===== config.mk =====
export PLATFORM = sky130hd
export DESIGN_NAME = uamq_scan
export DESIGN_NICKNAME = d
export VERILOG_FILES = /design/src/hdl/uamq_pkg.sv /design/src/hdl/uamq_scan.sv
export SDC_FILE = /design/constraint.sdc
export NUM_CORES = 1
export LEC_CHECK = 0
export BUFFER_PORTS_ARGS = -buffer_cell sky130_fd_sc_hd__buf_2
export CAP_MARGIN = 10
export CORE_MARGIN = 2
export CORE_UTILIZATION = 25
export DETAILED_ROUTE_END_ITERATION = 8
export GPL_ROUTABILITY_DRIVEN = 1
export PLACE_DENSITY = 0.54
export SYNTH_ARGS = -nofsm -noshare
export SYNTH_HDL_FRONTEND = slang
export SYNTH_SLANG_ARGS = --single-unit

===== constraint.sdc =====
create_clock -name clk -period 19.53 [get_ports clk]
set_input_delay 1.953 -clock clk [delete_from_list [all_inputs] [get_ports clk]]
set_output_delay 1.953 -clock clk [all_outputs]
set_load 0.01 [all_outputs]

===== src/hdl/uamq_pkg.sv =====
package uamq_pkg;

  localparam int CAPACITY = 256;
  localparam int ADDR_W   = (CAPACITY > 1) ? $clog2(CAPACITY) : 1;
  localparam int COUNT_W  = $clog2(CAPACITY + 1);
  localparam int ID_W     = 16;
  localparam int DIST_W   = 31;
  localparam int ENTRY_W  = ID_W + DIST_W;

  localparam logic [1:0] OP_INSERT   = 2'd0;
  localparam logic [1:0] OP_EXTRACT  = 2'd1;
  localparam logic [1:0] OP_DECREASE = 2'd2;
  localparam logic [1:0] OP_CLEAR    = 2'd3;

  localparam logic [1:0] ST_OK        = 2'd0;
  localparam logic [1:0] ST_FULL      = 2'd1;
  localparam logic [1:0] ST_EMPTY     = 2'd2;
  localparam logic [1:0] ST_NOT_FOUND = 2'd3;

  // Control from the sequencer to the shared compare unit.
  typedef struct packed {
    logic              start;
    logic              mode_dec;
    logic              use_key;
    logic              hit_valid;
    logic [ADDR_W-1:0] hit_pos;
  } scan_ctrl_t;

  // Result of the compare unit back to the sequencer.
  typedef struct packed {
    logic              found;
    logic              lt;
    logic [ADDR_W-1:0] best_pos;
    logic [ID_W-1:0]   best_id;
  } scan_stat_t;

endpackage


===== src/hdl/uamq_scan.sv =====
module uamq_scan
  import uamq_pkg::*;
(
  input  logic              clk,
  input  logic              rst,
  input  scan_ctrl_t        ctrl,
  input  logic [ID_W-1:0]   hit_id,
  input  logic [DIST_W-1:0] hit_dist,
  input  logic [ID_W-1:0]   key_id,
  input  logic [DIST_W-1:0] key_dist,
  output scan_stat_t        stat
);

  logic              found;
  logic [DIST_W-1:0] best_d;
  logic [ADDR_W-1:0] best_pos;
  logic [ID_W-1:0]   best_id;
  logic [DIST_W-1:0] lhs;
  logic              lt;
  logic              take;

  // The single magnitude comparator serves both the minimum search and the
  // final check of a decrease against the matched entry.
  assign lhs = ctrl.use_key ? key_dist : hit_dist;
  assign lt  = lhs < best_d;

  always_comb begin
    if (ctrl.mode_dec) begin
      take = !found && (hit_id == key_id);
    end else begin
      take = !found || lt;
    end
  end

  always_ff @(posedge clk) begin
    if (rst) begin
      found <= 1'b0;
    end else if (ctrl.start) begin
      found <= 1'b0;
    end else if (ctrl.hit_valid && take) begin
      found <= 1'b1;
    end
  end

  always_ff @(posedge clk) begin
    if (!ctrl.start && ctrl.hit_valid && take) begin
      best_d   <= hit_dist;
      best_pos <= ctrl.hit_pos;
      best_id  <= hit_id;
    end
  end

  assign stat.found    = found;
  assign stat.lt       = lt;
  assign stat.best_pos = best_pos;
  assign stat.best_id  = best_id;

endmodule


==> flow_summary.json, run 1 <==
{
  "switching_power_mw": 0.0657,
  "ys_seq_area_frac": 0.552,
  "cp_slowest_stage_delay_ns": 0.71,
  "cts_made_buffers": 5,
  "netlist.area_leader.share": 0.546,
  "avgSynthCellArea_um2": 13.2,
  "std_cell_rows": 40,
  "max_freq_mhz": 154,
  "critPathTopFamily": "simple AND/OR/NAND/NOR gates",
  "drv_slew": 0,
  "drt_iter0_drc": 57,
  "leakage_nw": 1.76,
  "tns_ns": 0,
  "seq_power_share": 0.505,
  "clk_pin_slew_ns": 0.07,
  "io_buffer_count": 133,
  "clk_latency_ns": 0.30,
  "final_cells": 515,
  "setup_violations": 0,
  "path_max_fanout": 31,
  "p_sw_frac": 0.243,
  "power.density_nw_per_um2": 67.4,
  "hold_path.class": "reg -> reg",
  "drive_above_1_share": 0.470,
  "cts_max_path_buffers": 2,
  "first_pass_iters": 4,
  "ir_drop_mv": 0.0286,
  "grt_max_degree": 35,
  "place_inst": 507,
  "antenna_found_initial": 0,
  "yosysWarnings": 0,
  "synth_area_leaders": "edfxtp_1 55%, ha_1 12%, mux2_2 11%",
  "path_class": "in -> out",
  "finalHoldViolCount": 0,
  "cts_root_buffer": "clkbuf_16",
  "viasPerCell": 4.35,
  "syn-num-nets": 368,
  "finClkSkew_ns": 0.00581,
  "grt_use_total": 0.114,
  "initial_core_util": 0.254,
  "nets": 505,
  "min_period_ns": 6.50,
  "critPathBufInv": 2,
  "die_area_um2": 13000,
  "cts_htree_levels": 2,
  "die_y_um": 114,
  "overflow": 0,
  "worst_slack_ns": 13.03,
  "die_w_um": 114,
  "pwr-share-clk": 0.339,
  "worstPathRequired_ns": 17.58,
  "crit_path_frequent_cell": "buf_2",
  "wl_per_cell_um": 14.0,
  "fin_crit_sh": 0.333,
  "postCtsSetupRepairBufs": 0,
  "cap_violations": 0,
  "ant_nets": 0,
  "antennaDiodeCount": 0,
  "startpoint_type": "primary input",
  "core_um2": 11900,
  "slowest_stage": "nor4_1",
  "end_kind": "output port",
  "syn-cell-area_um2": 3030,
  "synth-seq-cells": 56,
  "drcViolationCount": 0,
  "routed_wl_um": 7210,
  "synth_top_cell_by_area": "edfxtp_1",
  "place_ws_ns": 13.07,
  "vias": 2241,
  "pwr-share-comb": 0.156,
  "cts_hold_buffers": 0,
  "grt_pass1_vias": 2333,
  "grt_pass1_wl_um": 11400,
  "status": "finished clean",
  "gp_congestion": 0.758,
  "slew-limit-headroom": 0.496,
  "rsz0062_at_grt": "no",
  "cts_resized": 0,
  "io_pins": 134,
  "syn_inst": 230,
  "crit_chain": "buf_2 -> mux2_2 -> ha_1 -> nand4_1 -> nor4_1 -> a21oi_1 -> buf_2",
  "dp_hpwl_um": 5600,
  "arrival_ns": 4.55,
  "cts_tree": "built",
  "hold_slack_ns": 0.610,
  "tightest_slew_ns": 0.748,
  "final_area_um2": 4020,
  "dpl_cell_area_um2": 3870,
  "area_growth_pct": 32.8,
  "synth_cell_types": 31,
  "internal-power_mw": 0.205,
  "cts.sinks": 56
}
cell families (layout without fill, tap and decap cells):
group           Yosys count  in the layout  synth area share
flops                    56             56             0.552
buf+inv                  37            175            0.0492
simple gates             35             35            0.0599
mux                      31             31             0.115
fa+ha+maj                30             30             0.124
compound gates           25             25            0.0533
xor+xnor                 16             16            0.0463
final cells by class:
cell class | instances | area, um2
Multi-Input combinational cell | 137 | 1220
Inverter | 32 | 120
Timing Repair Buffer | 135 | 681
Tap cell | 147 | 184
Fill cell | 1232 | 7890
Sequential cell | 56 | 1670
Clock inverter | 3 | 18.8
Clock buffer | 5 | 125
power by group through the flow:
stage | logic, mW | registers [mW] | clock network, mW
2_1_floorplan | 0.0224 | 0.141 | 0
3_3_place_gp | 0.0418 | 0.140 | 0
3_5_place_dp | 0.0428 | 0.140 | 0
4_1_cts | 0.0431 | 0.137 | 0.0980
5_1_grt | 0.0479 | 0.137 | 0.0989
6_report | 0.0422 | 0.137 | 0.0918
stage by stage:
stage          power [mW]   util
6_report            0.271  0.337
5_1_grt             0.284  0.337
4_1_cts             0.278  0.337
3_5_place_dp        0.182  0.325
3_3_place_gp        0.181  0.325
2_1_floorplan       0.163      -
registers in the layout, summed over array words and instances, names as in the netlist:
register	flops
best_d	31
best_id	16
best_pos	8
found	1
tightest hold or removal path: cells and delay by family, from the launching register on:
| kind | cells | cell delay, ns |
|---|---|---|
| compound gates | 1 | 0.08 |
| buf+inv | 1 | 0.13 |
| flops | 1 | 0.36 |
synthesized netlist by cell type:
cell       count
edfxtp_1      55
o31ai_1        1
buf_4          2
nor2_1         3
a211oi_1       2
a31oi_1        1
nand2_1        8
mux2_2        30
ha_1          30
a221oi_1       2
nor4_1         2
buf_1          1
a21boi_0       1
nor3_1         3
xor2_1         4
o21ai_0        3
a2111oi_2      1
o211ai_1       1
nand3_1        7
and4_1         1
inv_1         32
nand2b_1       1
o22ai_1        1
a311oi_1       1
nand4_1        9
buf_2          2
dfxtp_1        1
mux2i_1        1
a21oi_1       11
nor2b_1        1
xnor2_1       12
worst paths after layout:
path	end	startpoint	cells past startpoint	slack, ns
worst max-delay path	stat[24]	ctrl[9]	7	13.03
worst min-delay path	found	found	2	0.61
worst max register to register	best_id[8]	best_d[29]	8	16.82
worst min register to register	found	found	2	0.61
cells in the final DEF, fill, tap and decap left out, drive strengths merged:
cell / count
nand2: 8
a221oi: 2
a21boi: 1
clkinv: 1
a2111oi: 1
and4: 1
a211oi: 2
buf: 135
nand3: 7
o211ai: 1
o31ai: 1
dfxtp: 1
a311oi: 1
nor2: 3
xor2: 4
xnor2: 12
nor2b: 1
o22ai: 1
clkbuf: 5
o21ai: 3
inv: 32
clkinvlp: 2
nor3: 3
ha: 30
a21oi: 11
a31oi: 1
edfxtp: 55
nand4: 9
nand2b: 1
mux2: 30
nor4: 2
mux2i: 1
routing by layer:
metal | share of wire | wire (um) | global-route usage | vias up
met2 | 0.49 | 3530 | 0.195 | 69
li1 | - | - | - | 1125
met5 | 0 | 0 | 0 | -
met1 | 0.43 | 3100 | 0.133 | 1039
met4 | 0.015 | 111 | 0.0447 | 0
met3 | 0.065 | 468 | 0.0361 | 8
Note: power is estimated with default switching activity, not from simulation.
==> run 2: changes to the inputs <==
clock period = 6.28 ns   (was 19.53 ns; I/O delays follow)
==> run 2 against run 1 <==
Against the previous run: clock skew increased by 0.0013 ns; sequential power increased to 3.1 times the previous value; combinational power increased to 3.1 times the previous value; cell area increased by 0.65%; highest routed layer unchanged; via count decreased by 0.62%; clock-buffer cell count unchanged; largest cell class unchanged; register-to-register slack got worse by 13 ns; core utilization increased by 0.22 points; clock power increased to 3.5 times the previous value.
==> flow_summary.json, run 2 (synthesis results as in run 1) <==
{
  "status": "finished clean",
  "regMostFlops": "best_d",
  "power.density_nw_per_um2": 217,
  "routed_wl_um": 6950,
  "fin_crit_sh": 0.594,
  "cts_resized": 0,
  "dp_hpwl_um": 5550,
  "tns_ns": 0,
  "final_common_cell": "buf_2",
  "hold_path.class": "in -> reg",
  "cts_made_buffers": 5,
  "worstPathRequired_ns": 5.65,
  "p_sw_frac": 0.226,
  "drt_iter0_drc": 53,
  "antenna_found_initial": 2,
  "cap_violations": 0,
  "initial_core_util": 0.254,
  "io_buffer_count": 133,
  "largest_register_ffs": 31,
  "cts_htree_levels": 2,
  "wl_per_cell_um": 13.5,
  "postCtsSetupRepairBufs": 0,
  "finalHoldViolCount": 0,
  "fin_util": 0.340,
  "leakage_nw": 1.78,
  "grt_pass1_wl_um": 11000,
  "mostFrequentLayoutCells": "133 x buf_2, 55 x edfxtp_1, 32 x inv_1",
  "drv_slew": 0,
  "internal-power_mw": 0.678,
  "path_max_fanout": 31,
  "grt_pass1_vias": 2266,
  "switching_power_mw": 0.198,
  "path_class": "in -> out",
  "max_freq_mhz": 268,
  "setup_violations": 0,
  "viasPerCell": 4.32,
  "seq_power_share": 0.486,
  "gp_congestion": 0.758,
  "tightest_slew_ns": 0.729,
  "grt_max_degree": 32,
  "first_pass_iters": 4,
  "cts_max_path_buffers": 2,
  "power_mw": 0.876,
  "nets": 505,
  "area_growth_pct": 33.7,
  "pwr-share-clk": 0.366,
  "vias": 2227,
  "arrival_ns": 3.10,
  "drcViolationCount": 0,
  "ant_nets": 0,
  "fillers": 1223,
  "overflow": 0,
  "top_regs": "best_d x31, best_id x16, best_pos x8",
  "clk_pin_slew_ns": 0.07,
  "cts_tree": "built",
  "finClkSkew_ns": 0.00708,
  "pwr-share-comb": 0.149,
  "std_cell_rows": 40,
  "die_area_um2": 13000,
  "end_kind": "output port",
  "io_pins": 134,
  "cts_root_buffer": "clkbuf_16",
  "cts_hold_buffers": 0,
  "core_um2": 11900,
  "ir_drop_mv": 0.107,
  "die_w_um": 114,
  "rsz0062_at_grt": "no",
  "cts.sinks": 56,
  "slew-limit-headroom": 0.514,
  "grt_use_total": 0.109,
  "clk_latency_ns": 0.29,
  "final_cells": 516,
  "die_y_um": 114,
  "place_inst": 507,
  "startpoint_type": "primary input",
  "min_period_ns": 3.73,
  "drive_above_1_share": 0.473
}
run 2: cell count changes in the layout (fill, tap and decap cells not counted), sizes merged:
cell and change:
bufinv +1, clkinvlp -1, diode +1
run 2: per-stage QoR:
| step | setup WS, ns | hold WS (ns) | area (um2) |
|---|---|---|---|
| 2_1_floorplan | 0.0602 | 0.500 | 3030 |
| 3_3_place_gp | 2.41 | 0.599 | 3870 |
| 3_5_place_dp | 2.30 | 0.613 | 3870 |
| 4_1_cts | 2.47 | 0.484 | 4040 |
| 5_1_grt | 2.32 | 0.483 | 4050 |
| 6_report | 2.55 | 0.491 | 4050 |
run 2: worst paths after layout:
check,slack (ns),endpoint,startpoint,depth (start not counted)
max,2.55,stat[24],ctrl[9],7
min reg2reg,0.60,found,found,2
min,0.49,found,rst,2
max reg2reg,3.62,best_id[3],best_d[22],8
run 2: final cells by class:
cell class                 instances  area [um2]  area share
antenna                            1        2.50    0.000619
clock buffer                       5         125      0.0309
sequential                        56        1670       0.413
multi-input combinational        137        1220       0.301
clock inverter                     3        42.5      0.0105
inverter                          32         120      0.0297
tap                              147         184      0.0455
timing repair buffer             135         681       0.168
run 2: critical path, stage by stage:
cell and delay, ns:
buf_2 0.56, mux2_2 0.41, ha_1 0.31, nand4_1 0.16, nor4_1 0.65, a21oi_1 0.18
buf_2 0.19
run 2: power by group through the flow:
stage | Clock (mW) | Combinational, mW | Sequential [mW]
after floorplan | 0 | 0.0695 | 0.438
after global placement | 0 | 0.131 | 0.434
after detailed placement | 0 | 0.133 | 0.434
after CTS | 0.333 | 0.134 | 0.426
after global routing | 0.343 | 0.148 | 0.427
final | 0.320 | 0.130 | 0.426
run 2: metal layers:
layer | vias to the layer above | routed length, um | track usage
met1 | 1023 | 3050 | 0.132
met4 | 0 | 89 | 0.0317
met2 | 71 | 3370 | 0.188
met3 | 7 | 440 | 0.0292
li1 | 1126 | - | -
met5 | - | 0 | 0
==> run 3: changes to the inputs <==
ABC_AREA = 1   (was unset)
PLACE_DENSITY = 0.53   (was 0.54)
clock period = 3.9 ns   (was 6.28 ns; I/O delays follow)
==> run 3 against run 2 <==
Against the previous run: sequential cell count is the same; via count grew 19%; sequential power increased by 61%; clock-buffer cell count grew 1; die area is 3.5% higher; synthesized cell count rose by 51%; area after synthesis increased by 3.6%; sequential share of layout area down 1.1 points; non-clock buffer count is 1 higher; worst setup slack worse by 1.3 ns.
==> flow_summary.json, run 3 <==
{
  "cts_made_buffers": 5,
  "viasPerCell": 4.05,
  "wl_met3_um": 776,
  "grt_pass1_vias": 2617,
  "drive_above_1_share": 0.304,
  "drcViolationCount": 0,
  "synth_area_leaders": "edfxtp_1 53%, nand2_1 16%, ha_1 12%",
  "tns_ns": 0,
  "multiInputGateArea_um2": 1240,
  "slowest_stage": "buf_4",
  "fillers": 1304,
  "crit_path_frequent_cell": "nand2_1",
  "wl_per_cell_um": 12.1,
  "yosysWarnings": 0,
  "startpoint_type": "primary input",
  "netlist.area_leader.share": 0.527,
  "ant_nets": 0,
  "dp_hpwl_um": 6150,
  "synthArstFlopShare": 0,
  "hold_path.class": "in -> reg",
  "grt_pass1_wl_um": 12200,
  "mostFrequentLayoutCells": "135 x nand2_1, 133 x buf_2, 55 x edfxtp_1",
  "overflow": 0,
  "end_kind": "flip-flop",
  "nets": 620,
  "power.density_nw_per_um2": 331,
  "finClkSkew_ns": 0.00830,
  "io_buffer_count": 133,
  "cts_tree": "built",
  "path_max_fanout": 38,
  "cap_violations": 0,
  "die_area_um2": 13500,
  "r2r_setup_slack_ns": 1.65,
  "avgSynthCellArea_um2": 9.04,
  "cts.sinks": 56,
  "min_period_ns": 2.63,
  "drt-met1-wl_um": 3450,
  "core_um2": 12100,
  "drv_slew": 0,
  "vias": 2639,
  "grt_use_total": 0.122,
  "drt_iter0_drc": 95,
  "rsz0062_at_grt": "no",
  "cts_max_path_buffers": 2,
  "ff2ff_path_depth": 13,
  "top_regs": "best_d x31, best_id x16, best_pos x8",
  "cts_root_buffer": "clkbuf_16",
  "initial_core_util": 0.259,
  "cp_slowest_stage_delay_ns": 0.45,
  "worstPathRequired_ns": 3.85,
  "synth_edf_count": 55,
  "tightest_slew_ns": 0.584,
  "crit_start": "ctrl[9]",
  "status": "finished clean",
  "synth_cell_types": 21,
  "io_pins": 134,
  "synth.most_common_cell": "nand2_1",
  "maxUsedRoutingLayer": "met4",
  "std_cell_rows": 40,
  "yosys-top-cells-count": "135 x nand2_1, 55 x edfxtp_1, 52 x inv_1",
  "clk_pin_slew_ns": 0.07,
  "arrival_ns": 2.58,
  "dr_wl_met2_um": 3520,
  "die_y_um": 116,
  "setup_violations": 0,
  "antenna_found_initial": 0,
  "cts_htree_levels": 2,
  "ys_seq_area_frac": 0.533,
  "synth-seq-cells": 56,
  "leakage_nw": 2.12,
  "register_area_um2": 1670,
  "cts_resized": 0,
  "final_common_cell": "nand2_1",
  "max_freq_mhz": 381,
  "synth_top_cell_by_area": "edfxtp_1",
  "syn-cell-area_um2": 3140,
  "finalHoldViolCount": 0,
  "r2r_end": "best_pos[7]",
  "cts_hold_buffers": 0,
  "path_class": "in -> reg",
  "gp_congestion": 0.807,
  "crit_chain": "buf_2 -> inv_2 -> nand2_1 -> nand2_1 -> ha_1 -> nand2_1 -> inv_1 -> nor2_1 -> o21a_1 -> nand2_1 -> nand2_1 -> nand2_1 -> nand2_1 -> nand2_1 -> a21oi_4 -> buf_4",
  "routed_wl_um": 7870,
  "slew-limit-headroom": 0.610,
  "postCtsSetupRepairBufs": 0,
  "grt_max_degree": 39,
  "power_mw": 1.38,
  "syn_inst": 347,
  "die_w_um": 116,
  "regMostFlops": "best_d",
  "antennaDiodeCount": 0,
  "largest_register_ffs": 31,
  "worstReg2RegStart": "best_d[6]",
  "ys.flop_type": "edfxtp_1",
  "first_pass_iters": 4,
  "syn-num-nets": 485,
  "ir_drop_mv": 0.246,
  "clk_latency_ns": 0.31,
  "worstSetupEndpoint": "best_pos[7]",
  "area_growth_pct": 32.4,
  "fin_crit_sh": 0.674
}
run 3: metal layers:
metal	vias up	track usage
met1	1142	0.146
met2	105	0.189
li1	1384	-
met5	-	0
met4	0	0.0437
met3	8	0.0596
run 3: stage by stage:
step                      hold WS (ns)  instances   util  worst slack (ns)  instance area (um2)
after floorplan                  0.489        347      -             0.284                 3140
after global placement           0.567        643  0.331             0.928                 4010
after detailed placement         0.568        643  0.331             0.865                 4010
after CTS                        0.240        651  0.343              1.21                 4150
after global routing             0.234        651  0.343             0.917                 4150
final                            0.255        651  0.343              1.27                 4150
run 3: logic make-up (layout without fill, tap and decap cells):
group | after synthesis | count (layout) | synth area share
simple gates | 167 | 167 | 0.209
buf+inv | 61 | 197 | 0.0754
flops | 56 | 56 | 0.533
fa+ha+maj | 30 | 30 | 0.120
compound gates | 26 | 26 | 0.0431
xor+xnor | 7 | 7 | 0.0195
run 3: how the worst min path moves through the flow:
stage                 from     endpoint  slack (ns)  depth (start not counted)
2_1_floorplan  hit_dist[0]    best_d[0]        0.49                          0
6_report           ctrl[2]  best_pos[2]        0.26                          1
3_5_place_dp       ctrl[7]  best_pos[7]        0.57                          1
4_1_cts            ctrl[7]  best_pos[7]        0.24                          1
5_1_grt            ctrl[3]  best_pos[3]        0.23                          1
3_3_place_gp       ctrl[0]  best_pos[0]        0.57                          1
run 3: cell type report:
class,instances,share of cell area
repair buffers,136,0.166
clock buffers,6,0.0310
well taps,168,0.0506
multi-input cells,230,0.298
clock inverters,2,0.00392
flip-flops and latches,56,0.402
inverters,53,0.0479
run 3: where the power goes:
part	internal (mW)	switching, mW	leakage, nW
logic	0.0980	0.119	1.54
registers	0.681	0.00464	0.513
clock network	0.241	0.233	0.0671
total	1.02	0.356	2.12
run 3: critical path: cells and delay by family:
| family | cells | cell delay, ns |
|---|---|---|
| AND/OR/NAND/NOR | 9 | 0.67 |
| buffers and inverters | 4 | 1.02 |
| adder cells (fa/ha/maj) | 1 | 0.23 |
| AO/OA/AOI/OAI | 2 | 0.26 |
